`src/sv/smc_ram.sv`:
```
// smc_ram: generic single write port, single read port RAM with registered read.
// No dependencies.
module smc_ram #(
	parameter int WIDTH = 8,
	parameter int DEPTH = 64
) (
	input  logic                     clk,
	input  logic                     we,
	input  logic [$clog2(DEPTH)-1:0] waddr,
	input  logic [WIDTH-1:0]         wdata,
	input  logic [$clog2(DEPTH)-1:0] raddr,
	output logic [WIDTH-1:0]         rdata
);

	logic [WIDTH-1:0] mem [DEPTH];

	always_ff @(posedge clk) begin
		if (we) begin
			mem[waddr] <= wdata;
		end
		rdata <= mem[raddr];
	end

endmodule

```
`config.mk`:
```
export PLATFORM = sky130hd
export DESIGN_NAME = smc_ram
export DESIGN_NICKNAME = d
export VERILOG_FILES = /design/src/sv/smc_ram.sv
export SDC_FILE = /design/constraint.sdc
export NUM_CORES = 1
export LEC_CHECK = 0
export ABC_AREA = 0
export BUFFER_PORTS_ARGS = -buffer_cell sky130_fd_sc_hd__buf_2
export CAP_MARGIN = 40
export CELL_PAD_IN_SITES_DETAIL_PLACEMENT = 0
export CELL_PAD_IN_SITES_GLOBAL_PLACEMENT = 1
export CORE_MARGIN = 8
export CORE_UTILIZATION = 30
export CTS_CLUSTER_DIAMETER = 150
export DETAILED_ROUTE_END_ITERATION = 16
export PLACE_DENSITY = 0.48
export SETUP_SLACK_MARGIN = 0.05
export SLEW_MARGIN = 10
export SYNTH_ARGS = -nofsm -noshare
export SYNTH_HDL_FRONTEND = slang
export SYNTH_SLANG_ARGS = --single-unit
```
`constraint.sdc`:
```
create_clock -name clk -period 3.7 [get_ports clk]
set_input_delay 0.185 -clock clk [delete_from_list [all_inputs] [get_ports clk]]
set_output_delay 0.185 -clock clk [all_outputs]
set_load 0.1 [all_outputs]
```
**Word level (Yosys, flattened, before mapping)**

Memory sizes are Yosys's and may differ from the RTL's. A register that Yosys moved wholly into a read port is not among the register bits.
Index checks and enable logic that the tools add are counted.

- Memories: 1
- Input port bits: 22
- RAM bits: 512
- Flip-flop bits (word level): 0
- Output and inout bits: 8
- Word-level logic and storage cells: 3

- Multiplexer cells: 2

Memories:

| memory | words | width | rd ports | clocked after memory_dff | wr ports | line | text |
|---|---|---|---|---|---|---|---|
| mem | 64 | 8 | 1 | 1 | 1 | 15 | `logic [WIDTH-1:0] mem [DEPTH];` |

Operators by type and width:

| cell | number |
|---|---|
| 1-bit two-way mux | 2 |

**Logic depth before layout (Yosys ltp)**

- Depth in word-level cells: 2
- Gate-level depth with buffers: 9
- Depth with buffers taken out: 5

**Worst setup path before layout**

Ideal clock, no wire load.

- Kind: input port to flip-flop
- From: in raddr[1]
- To: reg rdata[3], read port of mem
- Data required time: 3.572 ns
- Slack: 1.847 ns
- Arrival time: 1.725 ns
- Stages: 7
- Path through: buf_4 buf_2 buf_2 mux4_2 mux4_2 o21ai_1 o41ai_1

RTL lines:

| what | line | text |
|---|---|---|
| start: declaration | 11 | `input logic [$clog2(DEPTH)-1:0] raddr,` |
| end: declaration | 12 | `output logic [WIDTH-1:0] rdata` |

==> impl_metrics.tcl <==
set metrics [dict create \
    status "finished, final reports clean" \
    rows 95 \
    syn_area_um2 20170 \
    antenna_found_initial 2 \
    synth.ff_latch_count 520 \
    synth_edf_count 512 \
    peakVddDrop_mv 0.3542 \
    drc 0 \
    dr.pass1.iters 5 \
    cts_buffer_depth 3 \
    root_buffer "clkbuf_16" \
    grt_pass1_vias 10320 \
    maxSlewViolCount 0 \
    start_util 0.3014 \
    crit_family "buffers and inverters" \
    fin_crit_ns 2.331 \
    core_um2 66920 \
    dp.final_hpwl_um 33250 \
    critical_path_class "in2reg" \
    tns_ns 0 \
    drtIter0Drc 714 \
    antenna_left 0 \
    cts_sinks 520 \
    dieWidth_um 275.3 \
    grt_max_degree 65 \
    ys_seq_area_frac 0.7703 \
    synth_warnings 0 \
    worst_pin_slew_ns 0.9022 \
    hold_depth 1 \
    final_cell_mix "edfxtp_1 (512), mux4_2 (126), buf_4 (84), nor2_1 (83), clkbuf_16 (57)" \
    min_from "wdata[4]" \
    grt_usage 0.1371 \
    synth.distinct_cells 40 \
    maxCapViolations 0 \
    post-route-cell-area_um2 23610 \
    wl_per_cell_um 26.00 \
    clock_skew_ns 0.009612 \
    clk_pin_slew_ns 0.06 \
    fin_cells 1979 \
    power_leakage_uw 0.007423 \
    crit_chain "buf_8, buf_4, mux4_2, o221a_2, nor3_1, o32ai_1" \
    h-tree-depth 2 \
    path_buf_inv 2 \
    clkLatencyLatePin_ns 0.59 \
    netlist.top_cell.by_area "edfxtp_1" \
    grt_overflow 0 \
    synth_top_area_share 0.7624 \
    hold_class "in2reg" \
    final_common_cell "edfxtp_1" \
    startpoint_type "primary input" \
    die_h_um 275.3 \
    hold_end "mem[60][4]" \
    ys_async_sr_fraction 0 \
    worstPathMaxFanout 64 \
    power_density_nw_per_um2 535.4 \
    r2r_slack_ns 1.56 \
    dp_worst_setup_slack_ns 0.7096 \
    fillers 6218 \
    layout-drive-gt1-share 0.3053 \
    syn-num-nets 962 \
    worst_slack_ns 1.369 \
    routed_wl_um 51460 \
    cp_slowest_stage_delay_ns 0.56 \
    die-area_um2 75780 \
    worstReg2RegStart "mem[47][1]" \
    synthTopCellsByArea "edfxtp_1 (76%), mux4_2 (14%), nor2_1 (1.5%)" \
    pin_count 30 \
    slowest_stage "mux4_2" \
    fin_nets 1085 \
    cts_made_buffers 54 \
    finalSetupViolations 0 \
    cts_resized 0 \
    rr_worst_depth 4 \
    vias 9617 \
    worstSetupEndpointType "flip-flop" \
    dpl_cell_area_um2 21840 \
    cp_data_arrival_time_ns 2.79 \
    clock.fmax_mhz 429.1 \
    io_buffer_count 29 \
    placed_cells_incl_taps 1878 \
    area_delta_synth_final_pct 17.09 \
    vias_per_cell 4.860 \
    rsz0062_at_grt "false" \
    hold_viol 0 \
    grt_pass1_wl_um 74840 \
    synth_ff_type "edfxtp_1" \
    power_uw 12640 \
    timing.rr.end "rdata[1]" \
    finalCritPeriodShare 0.6299 \
    cts_tree "done" \
    slew_headroom 0.3963 \
    synth_cells 940 \
    gp_congestion 0.7505 \
    avgSynthCellArea_um2 21.45 \
    required_ns 4.16 \
]
==> synthesized netlist by cell type, drive strengths merged (3+ instances only) <==
| master | number |
|---|---|
| nand2b | 7 |
| edfxtp | 512 |
| o2bb2ai | 3 |
| mux2 | 13 |
| nand3b | 3 |
| a211oi | 4 |
| nor2 | 83 |
| mux4 | 126 |
| nand2 | 19 |
| a21oi | 3 |
| a221oi | 6 |
| dfxtp | 8 |
| o221ai | 8 |
| o22ai | 8 |
| nand3 | 13 |
| clkbuf | 17 |
| mux2i | 23 |
| o2111ai | 3 |
| o21ai | 4 |
| buf | 34 |
| a22oi | 3 |
| nor3 | 7 |
| nor2b | 14 |
==> power breakdown <==
group | switching (µW) | total (µW) | leakage, µW | internal [µW]
Sequential | 22.1 | 6540 | 0.00467 | 6520
Combinational | 477 | 716 | 0.00189 | 239
Clock | 2210 | 5380 | 0.000858 | 3180
Total | 2710 | 12600 | 0.00742 | 9930
==> sequential cells by signal (all words and copies together) (netlist names) <==
name,count
rdata,8
mem,512
==> worst max path at each step <==
stage / cells after the start / to / from / slack, ns
3_3_place_gp: 6 / rdata[6] / raddr[0] / 0.67
2_1_floorplan: 7 / rdata[3] / raddr[1] / 1.85
3_5_place_dp: 6 / rdata[6] / raddr[0] / 0.71
6_report: 6 / rdata[6] / raddr[0] / 1.37
5_1_grt: 6 / rdata[6] / raddr[0] / 1.15
4_1_cts: 6 / rdata[6] / raddr[0] / 1.34
==> repair_timing <==
action                                 4_1_cts  5_1_grt
buffers inserted                             0        0
endpoints found under the hold margin        8        0
hold buffers                                 1        0
==> layout make-up <==
type                            instances  area (µm²)  area share
Clock buffer                           70        1495     0.06332
Clock inverter                         27       254.0     0.01076
Multi-Input combinational cell        369        4325      0.1832
Timing Repair Buffer                  118       905.9     0.03836
Tap cell                              873        1092     0.04626
Antenna cell                            2       5.005   0.0002120
Sequential cell                       520       15530      0.6579
==> per-layer routing <==
metal	track usage	part of all wire	up-vias
li1	-	-	4177
met5	0	0.00045	-
met1	0.1907	0.47	5165
met4	0.03846	0.023	4
met2	0.2203	0.47	189
met3	0.02390	0.040	82
==> kinds of logic after synthesis <==
logic type / after synthesis / share of synthesized area
and+or+nand+nor: 153 / 0.03387
DFF: 520 / 0.7703
AOI/OAI and AO/OA: 54 / 0.02072
buffers and inverters: 51 / 0.01570
muxes: 162 / 0.1594
==> through the flow <==
step | util | hold slack [ns]
after floorplan | - | 0.2839
after global placement | 0.3224 | 0.6765
after detailed placement | 0.3264 | 0.5880
after CTS | 0.3527 | 0.004897
after global routing | 0.3528 | 0.0008821
final | 0.3528 | 0.02970
(Power assumes the default switching activity.)
