[config.mk]
export PLATFORM = sky130hd
export DESIGN_NAME = smc_scan
export DESIGN_NICKNAME = d
export VERILOG_FILES = /design/src/sv/smc_pkg.sv /design/src/sv/smc_scan.sv
export SDC_FILE = /design/constraint.sdc
export NUM_CORES = 1
export LEC_CHECK = 0
export ABC_AREA = 1
export ABC_CLOCK_PERIOD_IN_PS = 2500
export BUFFER_PORTS_ARGS = -buffer_cell sky130_fd_sc_hd__clkbuf_2
export CAP_MARGIN = 25
export CORE_MARGIN = 5
export CORE_UTILIZATION = 55
export CTS_CLUSTER_DIAMETER = 50
export DETAILED_ROUTE_END_ITERATION = 8
export GPL_ROUTABILITY_DRIVEN = 0
export PLACE_DENSITY_LB_ADDON = 0.08
export SLEW_MARGIN = 20
export SYNTH_ARGS = -nofsm -noshare
export SYNTH_HDL_FRONTEND = slang
export SYNTH_SLANG_ARGS = --single-unit
[constraint.sdc]
create_clock -name clk -period 2.5 [get_ports clk]
set_input_delay 0 -clock clk [delete_from_list [all_inputs] [get_ports clk]]
set_output_delay 0 -clock clk [all_outputs]
set_load 0.005 [all_outputs]
[src/sv/smc_pkg.sv]
// smc_pkg: shared types and constants of the stable matching checker.
// Holds the transaction structs, command and status codes and scan interface types.
// No dependencies.
package smc_pkg;

	localparam int PERSON_W   = 6;
	localparam int RANK_W     = 7;
	localparam int COUNT_W    = 7;
	localparam int PAIR_SLOTS = 32;
	localparam int PAIR_IDX_W = 5;
	localparam int PAIR_CNT_W = 6;
	localparam int PAIR_W     = 2 * PERSON_W;
	localparam int RANK_READS = 12;

	typedef enum logic [1:0] {
		CMD_CLEAR    = 2'd0,
		CMD_LOAD_RANK = 2'd1,
		CMD_ADD_PAIR = 2'd2,
		CMD_CHECK    = 2'd3
	} cmd_t;

	typedef enum logic [2:0] {
		STAT_ACCEPTED   = 3'd0,
		STAT_SAME       = 3'd1,
		STAT_UNKNOWN    = 3'd2,
		STAT_MATCHED    = 3'd3,
		STAT_VALID      = 3'd4,
		STAT_BLOCKING   = 3'd5,
		STAT_INCOMPLETE = 3'd6,
		STAT_ODD        = 3'd7
	} status_t;

	typedef struct packed {
		cmd_t                cmd;
		logic [PERSON_W-1:0] person_a;
		logic [PERSON_W-1:0] person_b;
		logic [RANK_W-1:0]   rank_value;
	} item_t;

	typedef struct packed {
		status_t               status;
		logic [PAIR_IDX_W-1:0] first_pair;
		logic [PAIR_IDX_W-1:0] second_pair;
	} result_t;

	typedef struct packed {
		logic                  start;
		logic [PAIR_CNT_W-1:0] count;
	} scan_req_t;

	typedef struct packed {
		logic                  done;
		logic                  found;
		logic [PAIR_IDX_W-1:0] first;
		logic [PAIR_IDX_W-1:0] second;
	} scan_rsp_t;

	typedef enum logic [1:0] {
		ST_INIT,
		ST_CLEAR,
		ST_IDLE,
		ST_SCAN
	} top_state_t;

	typedef enum logic [2:0] {
		SC_IDLE,
		SC_PAIR_I,
		SC_PAIR_J,
		SC_LATCH,
		SC_RANK,
		SC_EVAL,
		SC_DONE
	} scan_state_t;

	// p, q: earlier pair; r, s: later pair
	typedef enum logic [1:0] {
		MATE_P,
		MATE_Q,
		MATE_R,
		MATE_S
	} mate_t;

	// rank lookups of one pair combination, rank of (x, y)
	localparam mate_t RD_X [RANK_READS] = '{
		MATE_P, MATE_P, MATE_S, MATE_S, MATE_Q, MATE_Q,
		MATE_R, MATE_R, MATE_P, MATE_R, MATE_Q, MATE_S
	};
	localparam mate_t RD_Y [RANK_READS] = '{
		MATE_Q, MATE_S, MATE_R, MATE_P, MATE_P, MATE_R,
		MATE_S, MATE_Q, MATE_R, MATE_P, MATE_S, MATE_Q
	};

endpackage

[src/sv/smc_scan.sv]
// smc_scan: blocking pair search over the combinations of stored pairs, stopping at the first hit.
// Reads the pair list and rank table RAMs one entry per cycle.
// Depends on smc_pkg.
module smc_scan
	import smc_pkg::*;
#(
	parameter int IDX_W = 6
) (
	input  logic                    clk,
	input  logic                    arst_n,
	input  scan_req_t               req,
	output scan_rsp_t               rsp,
	output logic [PAIR_IDX_W-1:0]   pair_raddr,
	input  logic [PAIR_W-1:0]       pair_rdata,
	output logic [2*IDX_W-1:0]      rank_raddr,
	input  logic [RANK_W-1:0]       rank_rdata
);

	scan_state_t state_q, state_d;
	logic [PAIR_IDX_W-1:0] i_q, j_q;
	logic [PAIR_CNT_W-1:0] cnt_q;
	logic [3:0] k_q;
	logic found_q;
	logic [IDX_W-1:0] p_q, q_q, r_q, s_q;
	logic [RANK_W-1:0] ranks_q [RANK_READS];

	logic [PAIR_CNT_W-1:0] j_inc, i_inc2;
	logic [3:0] k_sel;
	logic [IDX_W-1:0] x_val, y_val;
	logic hit;

	function automatic logic worse(input logic [RANK_W-1:0] a, input logic [RANK_W-1:0] b);
		logic [RANK_W:0] ea, eb;
		ea = (a == '0) ? '1 : {1'b0, a};
		eb = (b == '0) ? '1 : {1'b0, b};
		return ea > eb;
	endfunction

	assign j_inc  = {1'b0, j_q} + PAIR_CNT_W'(1);
	assign i_inc2 = {1'b0, i_q} + PAIR_CNT_W'(2);
	assign k_sel  = (k_q < 4'(RANK_READS)) ? k_q : '0;

	assign hit = (worse(ranks_q[0], ranks_q[1]) && worse(ranks_q[2], ranks_q[3])) ||
		(worse(ranks_q[4], ranks_q[5]) && worse(ranks_q[6], ranks_q[7])) ||
		(worse(ranks_q[0], ranks_q[8]) && worse(ranks_q[6], ranks_q[9])) ||
		(worse(ranks_q[4], ranks_q[10]) && worse(ranks_q[2], ranks_q[11]));

	always_comb begin
		case (RD_X[k_sel])
			MATE_P: x_val = p_q;
			MATE_Q: x_val = q_q;
			MATE_R: x_val = r_q;
			MATE_S: x_val = s_q;
			default: x_val = p_q;
		endcase
		case (RD_Y[k_sel])
			MATE_P: y_val = p_q;
			MATE_Q: y_val = q_q;
			MATE_R: y_val = r_q;
			MATE_S: y_val = s_q;
			default: y_val = p_q;
		endcase
	end

	// next state
	always_comb begin
		state_d = state_q;
		case (state_q)
			SC_IDLE: begin
				if (req.start) begin
					state_d = (req.count < PAIR_CNT_W'(2)) ? SC_DONE : SC_PAIR_I;
				end
			end
			SC_PAIR_I: state_d = SC_PAIR_J;
			SC_PAIR_J: state_d = SC_LATCH;
			SC_LATCH:  state_d = SC_RANK;
			SC_RANK: begin
				if (k_q == 4'(RANK_READS)) begin
					state_d = SC_EVAL;
				end
			end
			SC_EVAL: begin
				if (hit) begin
					state_d = SC_DONE;
				end else if (j_inc < cnt_q || i_inc2 < cnt_q) begin
					state_d = SC_PAIR_I;
				end else begin
					state_d = SC_DONE;
				end
			end
			SC_DONE: state_d = SC_IDLE;
			default: state_d = SC_IDLE;
		endcase
	end

	// outputs
	always_comb begin
		pair_raddr = (state_q == SC_PAIR_J) ? j_q : i_q;
		rank_raddr = {x_val, y_val};
		rsp.done   = (state_q == SC_DONE);
		rsp.found  = found_q;
		rsp.first  = found_q ? i_q : '0;
		rsp.second = found_q ? j_q : '0;
	end

	always_ff @(posedge clk or negedge arst_n) begin
		if (!arst_n) begin
			state_q <= SC_IDLE;
			i_q     <= '0;
			j_q     <= '0;
			cnt_q   <= '0;
			k_q     <= '0;
			found_q <= 1'b0;
		end else begin
			state_q <= state_d;
			case (state_q)
				SC_IDLE: begin
					if (req.start) begin
						i_q     <= '0;
						j_q     <= PAIR_IDX_W'(1);
						cnt_q   <= req.count;
						found_q <= 1'b0;
					end
				end
				SC_LATCH: k_q <= '0;
				SC_RANK:  k_q <= k_q + 4'd1;
				SC_EVAL: begin
					if (hit) begin
						found_q <= 1'b1;
					end else if (j_inc < cnt_q) begin
						j_q <= j_q + PAIR_IDX_W'(1);
					end else if (i_inc2 < cnt_q) begin
						i_q <= i_q + PAIR_IDX_W'(1);
						j_q <= i_inc2[PAIR_IDX_W-1:0];
					end
				end
				default: ;
			endcase
		end
	end

	always_ff @(posedge clk) begin
		if (state_q == SC_PAIR_J) begin
			p_q <= pair_rdata[IDX_W-1:0];
			q_q <= pair_rdata[PERSON_W+IDX_W-1:PERSON_W];
		end
		if (state_q == SC_LATCH) begin
			r_q <= pair_rdata[IDX_W-1:0];
			s_q <= pair_rdata[PERSON_W+IDX_W-1:PERSON_W];
		end
		if (state_q == SC_RANK && k_q != '0) begin
			ranks_q[k_q - 4'd1] <= rank_rdata;
		end
	end

endmodule

Word level (Yosys, flattened, before mapping). Memory sizes are Yosys's and may differ from the RTL's. Index checks and enable logic that the tools add are counted.

Memory bits (read-only): 64. Memory bits (writable): 84. Logic and storage cells: 129. Bits of input ports: 28. Memories kept: 3. Flip-flop bits (word level): 48. Output and inout port bits: 29.

Memories: ranks_q (words 12, bits a word 7, read ports 12, clocked after memory_dff 0, wr ports 1, line smc_scan.sv:25) `logic [RANK_W-1:0] ranks_q [RANK_READS];`; (name not given) (words 16, bits a word 2, read ports 1, clocked after memory_dff 0, wr ports 0, line smc_scan.sv:56) `case (RD_Y[k_sel])`; (name not given) (words 16, bits a word 2, read ports 1, clocked after memory_dff 0, wr ports 0, line smc_scan.sv:49) `case (RD_X[k_sel])`.

Mux-type cells: 44. Equal/unequal tests: 20. Bitwise gates (word level): 1. $lt $le $gt $ge: 13. Reductions and logical operators: 32. $add $sub $neg: 6.

Operators by type and width (count): 8-bit 2-to-1 mux (12); 7-bit zero test (12); 8-bit greater-than comparator (8); 5-bit 2-to-1 mux (11); 6-bit one-hot mux with 4 select lines (2); 5-bit one-hot mux with 2 select lines (2); 3-bit one-hot mux with 6 select lines (1); 3-bit 2-to-1 mux (5); 6-bit < comparator (2); 2-bit inequality test (second input constant) (6); 5-bit by 1-bit adder with 5-bit output (second input constant) (2); 3-bit == test (second input constant) (3); 2-bit == test (second input constant) (4); 2-bit 2-to-1 mux (4); 4-bit one-hot mux with 2 select lines (1); 5-bit by 1-bit adder with 6-bit output (second input constant) (1); 5-bit by 2-bit adder with 6-bit output (second input constant) (1); 3-bit by 2-bit == test with 1-bit output (second input constant) (2); 6-bit by 2-bit < comparator with 1-bit output (second input constant) (1); 5-bit >= comparator (second input constant) (1); 1-bit logical AND (5); 4-bit inverter with 5-bit output (1); 5-bit AND reduction (1); 4-bit by 1-bit adder with 4-bit output (second input constant) (1); 17 further kinds (27).

Longest topological paths before layout. Gate-level depths: netlist of the first run.

Word-level depth: 9. Mapped depth: 20.

Worst setup path after synthesis of the first run. OpenSTA, ideal clock, no wires.

Path type: reg-to-reg. From: mem ranks_q[2][0]. To: reg i_q[2]. Arrival time: 2.585 ns. Clock period less this slack: 2.702 ns. Setup slack: -0.202 ns. Stages on the path, launching flop included: 18. Library setup time: 0.117 ns. Cell sequence: edfxtp_1 > nor2_1 > nand3_1 > nor4_1 > or2_2 > ha_1 > a21oi_1 > nor2_1 > a211oi_1 > a21oi_1 > o21ai_1 > inv_1 > nand2_1 > nand3_2 > nand2_4 > nand2_8 > nand2_2 > o21ai_2.

RTL lines: start, declared (line smc_scan.sv:25); end signal, assigned (line smc_scan.sv:133) `i_q <= i_q + PAIR_IDX_W'(1);`; end, declared (line smc_scan.sv:20) `logic [PAIR_IDX_W-1:0] i_q, j_q;`.

==> results of run 1 <==
-- path summary, 6_finish.rpt --
path                                          from                      to  slack, ns  cells past startpoint
max in group asynchronous                   arst_n      j_q[2]$_DFFE_PN0P_       1.97                      2
min                                         req[6]  state_q[1]$_DFFE_PN0P_       0.06                      3
min in group asynchronous                   arst_n  state_q[0]$_DFFE_PN0P_       0.12                      2
min reg2reg                   cnt_q[5]$_DFFE_PN0P_    cnt_q[5]$_DFFE_PN0P_       0.50                      2
max reg2reg                ranks_q[2][0]$_DFFE_PP_      j_q[0]$_DFFE_PN0P_      -0.28                     18
max                        ranks_q[2][0]$_DFFE_PP_      j_q[0]$_DFFE_PN0P_      -0.28                     18
-- stage by stage --
| step | utilization [%] | worst slack, ns | setup TNS (ns) | hold slack, ns |
|---|---|---|---|---|
| floorplan | - | 0.0165 | 0 | -0.296 |
| global placement | 63.2 | -0.376 | -4.91 | 0.0357 |
| detailed placement | 63.2 | -0.508 | -6.33 | 0.0492 |
| CTS | 69.3 | -0.251 | -2.77 | 0.00987 |
| global route | 70.1 | -0.471 | -5.70 | 0.0776 |
| finish | 70.1 | -0.282 | -3.21 | 0.0642 |
-- synth_stat cells, types with 7 or more instances --
cell type / count
xor2_1: 8
nand4_1: 24
inv_1: 88
nand3_1: 21
nor3_1: 9
nand2_1: 200
edfxtp_1: 108
ha_1: 76
o21ai_2: 7
dfrtp_1: 24
or2_2: 19
nand2_2: 11
o21ai_0: 24
a21oi_1: 44
nor2_1: 123
-- area by class of cell --
class / instances / share of cell area, %
flip-flops and latches: 132 / 39.4
multi-input cells: 621 / 38.1
repair buffers: 151 / 10.7
clock buffers: 17 / 4.36
inverters: 92 / 3.56
well taps: 180 / 2.31
clock inverters: 15 / 1.63
-- power groups by stage --
stage	clock network (µW)	registers [µW]	logic, µW
global placement	0	2870	2280
global route	2560	2880	2740
CTS	2460	2840	2410
detailed placement	0	2880	2360
finish	2420	2850	2420
floorplan	0	2820	1510
-- what timing repair did --
action	CTS	global route
cloned	0	0
pin swaps	14	8
hold endpoints to repair	54	0
gates resized for setup	18	18
buffers inserted	3	5
endpoints found under the setup margin	14	14
hold buffers	19	0
-- sequential cells by signal (all words and copies together), names as in the netlist --
signal	cells
p_q	6
state_q	3
j_q	5
k_q	4
q_q	6
r_q	6
found_q	1
s_q	6
cnt_q	6
i_q	5
ranks_q	84
-- tightest hold or removal path, stage by stage --
cell	delay, ns
clkbuf_2	0.10
o21ai_0	0.20
a21oi_2	0.15
-- per-layer routing --
metal	up-vias	routed length [µm]	GRT usage, %	share of wire (%)
met4	0	520	10.3	2.8
met3	46	784	4.33	4.2
met5	-	0	0	0
met1	3014	7820	28.7	42
li1	3200	-	-	-
met2	165	9420	40.6	51
-- logic make-up after synthesis --
group                      Yosys count  synth area share (%)
buffers and inverters              101                  4.95
DFF                                132                  49.1
muxes                                1                 0.144
adders and majority gates           76                  12.1
and+or+nand+nor                    438                  25.4
xor gates and xnor gates            10                  1.12
AOI/OAI and AO/OA                   96                  7.14
==> flow_metrics.env, run 1 <==
export IMPL_cp_data_arrival_time_ns=3.08
export IMPL_cellLeakagePower_uw=0.00446
export IMPL_stdcell_count=1208
export IMPL_syn_area_mm2=0.00783
export IMPL_dieArea_mm2=0.0167
export IMPL_path_common_cell="nand2_1"
export IMPL_cts_made_buffers=17
export IMPL_layout_setup_ws_ns=-0.282
export IMPL_syn_nets=958
export IMPL_worstPathRequired_ns=2.80
export IMPL_slowest_delay_ns=0.39
export IMPL_seqCellArea_mm2=0.00384
export IMPL_p_switching_uw=2700
export IMPL_drc=0
export IMPL_n_fill_cell=1013
export IMPL_cts_root_buf="clkbuf_16"
export IMPL_die_h_um=129
export IMPL_hold_class="input pin to flip-flop"
export IMPL_path_max_fanout=8
export IMPL_first_pass_iters=5
export IMPL_synth_area_leader_cell="edfxtp_1"
export IMPL_vdd_drop_max_v=0.000778
export IMPL_yosys_warnings=0
export IMPL_crit_path_cell_trace="nor2_1 -> nand3_1 -> nor4_2 -> buf_4 -> buf_4 -> nor2_1 -> ha_1 -> nand2_2 -> nor4_4 -> a21oi_1 -> nand2_1 -> a21oi_4 -> a21oi_4 -> nand3_2 -> nand2_4 -> nand3_4 -> nand2_1 -> nand2_1"
export IMPL_rows=43
export IMPL_ios=57
export IMPL_finClkSkew_ns=0.00610
export IMPL_initial_utilization_pct=56.2
export IMPL_p_int_uw=4990
export IMPL_n_antenna_cell=0
export IMPL_combPwrFrac_pct=31.5
export IMPL_drtIter0Drc=368
export IMPL_dp_final_hpwl_um=13500
export IMPL_cts_max_path_buffers=2
export IMPL_grt_usage_pct=23.5
export IMPL_max_freq_mhz=359
export IMPL_syn_avg_cell_area_um2=9.17
export IMPL_cp_start_kind="flip-flop"
export IMPL_ys_seq_area_share_pct=49.1
export IMPL_finalNetCount=1119
export IMPL_ys_flop_type="edfxtp_1"
export IMPL_cts_tree="yes"
export IMPL_grt_pass1_wl_um=30600
export IMPL_viasPerCell=5.32
export IMPL_crit_slowest_cell="edfxtp_1"
export IMPL_sw_frac_of_total_pct=35.1
export IMPL_worstSetupPathType="flip-flop to flip-flop"
export IMPL_synth_cell_types=48
export IMPL_die_w_um=129
export IMPL_report_final_setup_viol=14
export IMPL_clock_latency_ns=0.42
export IMPL_final_common_cell="nand2_1"
export IMPL_cts_htree_levels=4
export IMPL_wl_per_cell_um=15.3
export IMPL_ant_nets=0
export IMPL_p_per_area_mw_per_mm2=787
export IMPL_violations="setup timing"
export IMPL_period_share_pct=111
export IMPL_synth_cells=854
export IMPL_maxSlewHeadroom_pct=59.0
export IMPL_grt_setup_unrepaired="true"
export IMPL_p_seq_share_pct=37.0
export IMPL_drv_cap=0
export IMPL_fp_coreArea_mm2=0.0139
export IMPL_final_hold_viol_count=0
export IMPL_multi_input_area_mm2=0.00372
export IMPL_report_power_total_uw=7690
export IMPL_cts_num_sinks=132
export IMPL_power_frac_clock_pct=31.5
export IMPL_ys_top_cells_by_area="edfxtp_1 (41%), ha_1 (12%), nand2_1 (9.6%)"
export IMPL_placed_area_mm2=0.00881
export IMPL_fin_crit_ns=2.78
export IMPL_drv_slew=0
export IMPL_place_inst=1149
export IMPL_syn2layout_area_growth_pct=24.7
export IMPL_drive_above_1_share_pct=25.0
export IMPL_cp_end_kind="flip-flop"
export IMPL_worstMarginPinSlew_ns=0.616
export IMPL_clk_pin_slew_ns=0.06
export IMPL_grt_ovfl_total=0
export IMPL_grt_pass1_vias=6524
export IMPL_vias=6425
export IMPL_stdcell_area_mm2=0.00976
export IMPL_grt_max_degree=25
export IMPL_routed_wl_um=18500
export IMPL_async_flop_share_pct=18.2
export IMPL_yosysTopAreaCellShare_pct=41.4
export IMPL_status="complete, but fails checks"
export IMPL_final_cell_mix="nand2_1 (193), nor2_1 (119), edfxtp_1 (108), inv_1 (87)"
export IMPL_synth_edf_count=108
export IMPL_crit_family="simple AND/OR/NAND/NOR gates"
export IMPL_worst_path_buf_inv=2
export IMPL_place_port_buffers=56
export IMPL_ys_seq_elements=132
export IMPL_antenna_found_initial=0
(Power assumes the default switching activity.)
==> run 2, diff against run 1 <==
--- a/config.mk
+++ b/config.mk
@@ -5,7 +5,6 @@
 export SDC_FILE = /design/constraint.sdc
 export NUM_CORES = 1
 export LEC_CHECK = 0
-export ABC_AREA = 1
 export ABC_CLOCK_PERIOD_IN_PS = 2500
 export BUFFER_PORTS_ARGS = -buffer_cell sky130_fd_sc_hd__clkbuf_2
 export CAP_MARGIN = 25
@@ -19,3 +18,4 @@
 export SYNTH_ARGS = -nofsm -noshare
 export SYNTH_HDL_FRONTEND = slang
 export SYNTH_SLANG_ARGS = --single-unit
+export TNS_END_PERCENT = 100
==> flow_metrics.env, run 2 <==
export IMPL_status="complete, but fails checks"
export IMPL_violations="setup timing"
export IMPL_synth_compound_area_share_pct=13.6
export IMPL_ys_seq_elements=132
export IMPL_yosys_warnings=0
export IMPL_syn_nets=828
export IMPL_synth_top_family_by_area="simple AND/OR/NAND/NOR gates"
export IMPL_syn2layout_area_growth_pct=35.7
export IMPL_slowest_delay_ns=0.57
export IMPL_drv_cap=0
export IMPL_regMostFlops="ranks_q"
export IMPL_path_max_fanout=4
export IMPL_power_frac_clock_pct=30.9
export IMPL_p_seq_share_pct=36.5
export IMPL_stdcell_area_mm2=0.0107
export IMPL_clk_pin_slew_ns=0.06
export IMPL_p_switching_uw=2500
export IMPL_p_int_uw=5250
export IMPL_largest_reg_flops=84
export IMPL_synthXorXnorAreaFrac_pct=1.00
export IMPL_combPwrFrac_pct=32.6
export IMPL_layout_setup_ws_ns=-1.05
export IMPL_hold_class="input pin to flip-flop"
export IMPL_n_antenna_cell=0
export IMPL_sw_frac_of_total_pct=32.2
export IMPL_crit_slowest_cell="or4_4"
export IMPL_drtIter0Drc=345
export IMPL_report_final_setup_viol=14
export IMPL_synth_most_common_cell="edfxtp_1"
export IMPL_period_share_pct=142
export IMPL_place_port_buffers=56
export IMPL_fin_crit_ns=3.55
export IMPL_final_hold_viol_count=0
export IMPL_n_fill_cell=868
export IMPL_ys_seq_area_share_pct=48.8
export IMPL_ant_nets=0
export IMPL_vdd_drop_max_v=0.000592
export IMPL_cp_start_kind="flip-flop"
export IMPL_p_per_area_mw_per_mm2=725
export IMPL_grt_pass1_wl_um=33400
export IMPL_cp_data_arrival_time_ns=3.89
export IMPL_drc=0
export IMPL_cts_root_buf="clkbuf_16"
export IMPL_cp_end_kind="flip-flop"
export IMPL_viasPerCell=5.76
export IMPL_grt_pass1_vias=6940
export IMPL_drive_above_1_share_pct=35.0
export IMPL_maxSlewHeadroom_pct=57.0
export IMPL_dieArea_mm2=0.0168
export IMPL_async_flop_share_pct=18.2
export IMPL_cts_num_sinks=132
export IMPL_min_from="req[6]"
export IMPL_antenna_found_initial=0
export IMPL_ys_top_cells_by_count="edfxtp_1 (108), nor2_1 (98), ha_1 (76)"
export IMPL_reg2reg_depth=16
export IMPL_stdcell_count=1156
export IMPL_worstMarginPinSlew_ns=0.643
export IMPL_grt_max_degree=30
export IMPL_cts_made_buffers=17
export IMPL_final_common_cell="buf_4"
export IMPL_dp_final_hpwl_um=14000
export IMPL_rrSetupSlack_ns=-1.05
export IMPL_ys_flop_type="edfxtp_1"
export IMPL_yosys_mux_area_fraction_pct=4.07
export IMPL_initial_utilization_pct=56.5
export IMPL_cts_max_path_buffers=2
export IMPL_syn_avg_cell_area_um2=10.9
export IMPL_synth_cell_types=71
export IMPL_wl_per_cell_um=17.5
export IMPL_drv_slew=0
export IMPL_grt_usage_pct=25.2
export IMPL_r2r_start="ranks_q[10][3]$_DFFE_PP_"
export IMPL_cellLeakagePower_uw=0.00440
export IMPL_worstSetupPathType="flip-flop to flip-flop"
export IMPL_grt_setup_unrepaired="true"
export IMPL_finalNetCount=1067
export IMPL_place_inst=1087
export IMPL_ys_top_cells_by_area="edfxtp_1 (41%), ha_1 (12%), dfrtp_1 (7.6%)"
export IMPL_first_pass_iters=8
export IMPL_synth_area_leader_cell="edfxtp_1"
export IMPL_vias=6654
export IMPL_routed_wl_um=20200
export IMPL_grt_ovfl_total=0
export IMPL_synth_edf_count=108
export IMPL_yosysTopAreaCellShare_pct=41.2
export IMPL_crit_family="simple AND/OR/NAND/NOR gates"
export IMPL_die_w_um=130
export IMPL_final_cell_mix="buf_4 (159), edfxtp_1 (108), nor2_1 (92), ha_1 (67), clkbuf_2 (56)"
export IMPL_fp_coreArea_mm2=0.0139
export IMPL_clock_latency_ns=0.43
export IMPL_die_h_um=130
export IMPL_worstHoldPathCells=4
export IMPL_rows=43
export IMPL_synth_cells=724
export IMPL_max_freq_mhz=282
export IMPL_path_common_cell="nor2_1"
export IMPL_cts_tree="yes"
export IMPL_finClkSkew_ns=0.0119
export IMPL_cts_htree_levels=4
export IMPL_worstPathRequired_ns=2.84
export IMPL_synth_simple_area_share_pct=17.4
export IMPL_synth_adder_area_share_pct=12.5
export IMPL_syn_area_mm2=0.00787
export IMPL_worst_path_buf_inv=3
export IMPL_cp_num_cells=16
export IMPL_crit_path_cell_trace="or4_4 -> nor4_4 -> nor2_1 -> ha_1 -> a211oi_2 -> nor2_1 -> nor4_1 -> o22ai_1 -> o211ai_1 -> buf_4 -> o211ai_2 -> a21oi_2 -> and3_4 -> buf_6 -> buf_12 -> mux2i_1"
export IMPL_ios=57
export IMPL_placed_area_mm2=0.00956
export IMPL_startpoint="ranks_q[10][3]$_DFFE_PP_"
## run 2: path summary, 6_finish.rpt
kind                                     endpoint
max                            j_q[3]$_DFFE_PN0P_
min                        state_q[2]$_DFFE_PN0P_
max reg2reg                    j_q[3]$_DFFE_PN0P_
min reg2reg                  cnt_q[0]$_DFFE_PN0P_
max in group asynchronous     found_q$_DFFE_PN0P_
min in group asynchronous  state_q[2]$_DFFE_PN0P_
## run 2: per-stage QoR
stage	total power (µW)	worst slack (ns)	util, %	TNS (ns)	hold slack, ns
2_1_floorplan	4320	-0.863	-	-9.77	-0.296
6_report	7750	-1.05	76.7	-13.11	0.0361
4_1_cts	7720	-1.05	75.5	-13.14	0.0186
5_1_grt	8180	-1.25	76.7	-15.79	0.0545
3_5_place_dp	5250	-1.11	68.6	-13.25	0.0421
3_3_place_gp	5150	-0.940	68.6	-11.83	0.0469
## run 2: kinds of logic after synthesis
group | count (synthesis)
fa+ha+maj | 79
buf+inv | 48
flops | 132
compound gates | 158
simple gates | 274
xor+xnor | 9
mux | 24
## run 2: final cells by class
class	instances	area, µm²	area share (%)
clock buffers	18	429	4.02
inverters	28	105	0.983
multi-input cells	544	4210	39.4
clock inverters	14	136	1.28
repair buffers	240	1740	16.3
well taps	180	225	2.11
flip-flops and latches	132	3840	36.0
## run 2: power groups by stage
| stage | clock network (µW) | logic [µW] | registers [µW] |
|---|---|---|---|
| 2_1_floorplan | 0 | 1510 | 2820 |
| 3_3_place_gp | 0 | 2310 | 2840 |
| 3_5_place_dp | 0 | 2390 | 2860 |
| 4_1_cts | 2420 | 2480 | 2820 |
| 5_1_grt | 2520 | 2790 | 2860 |
| 6_report | 2400 | 2520 | 2820 |
## run 2: worst reg2reg max path, cell delays in order, from the launching register on
cell      delay, ns
edfxtp_1       0.39
or4_4          0.57
nor4_4         0.20
nor2_1         0.09
ha_1           0.32
a211oi_2       0.27
nor2_1         0.08
nor4_1         0.23
o22ai_1        0.13
o211ai_1       0.15
buf_4          0.19
o211ai_2       0.08
a21oi_2        0.16
and3_4         0.21
buf_6          0.10
buf_12         0.10
mux2i_1        0.18
## run 2: layer usage
metal	vias up	track usage (%)	wire length, µm
met5	-	0	0
met4	0	10.7	606
met3	48	4.20	950
met2	234	46.0	10700
met1	3166	29.2	7950
li1	3206	-	-
## run 2: what timing repair did
item	4_1_cts	5_1_grt
pin swaps	18	20
setup endpoints to repair	18	24
setup buffers	13	7
hold buffers	19	0
resized for setup	22	25
hold endpoints to repair	55	0
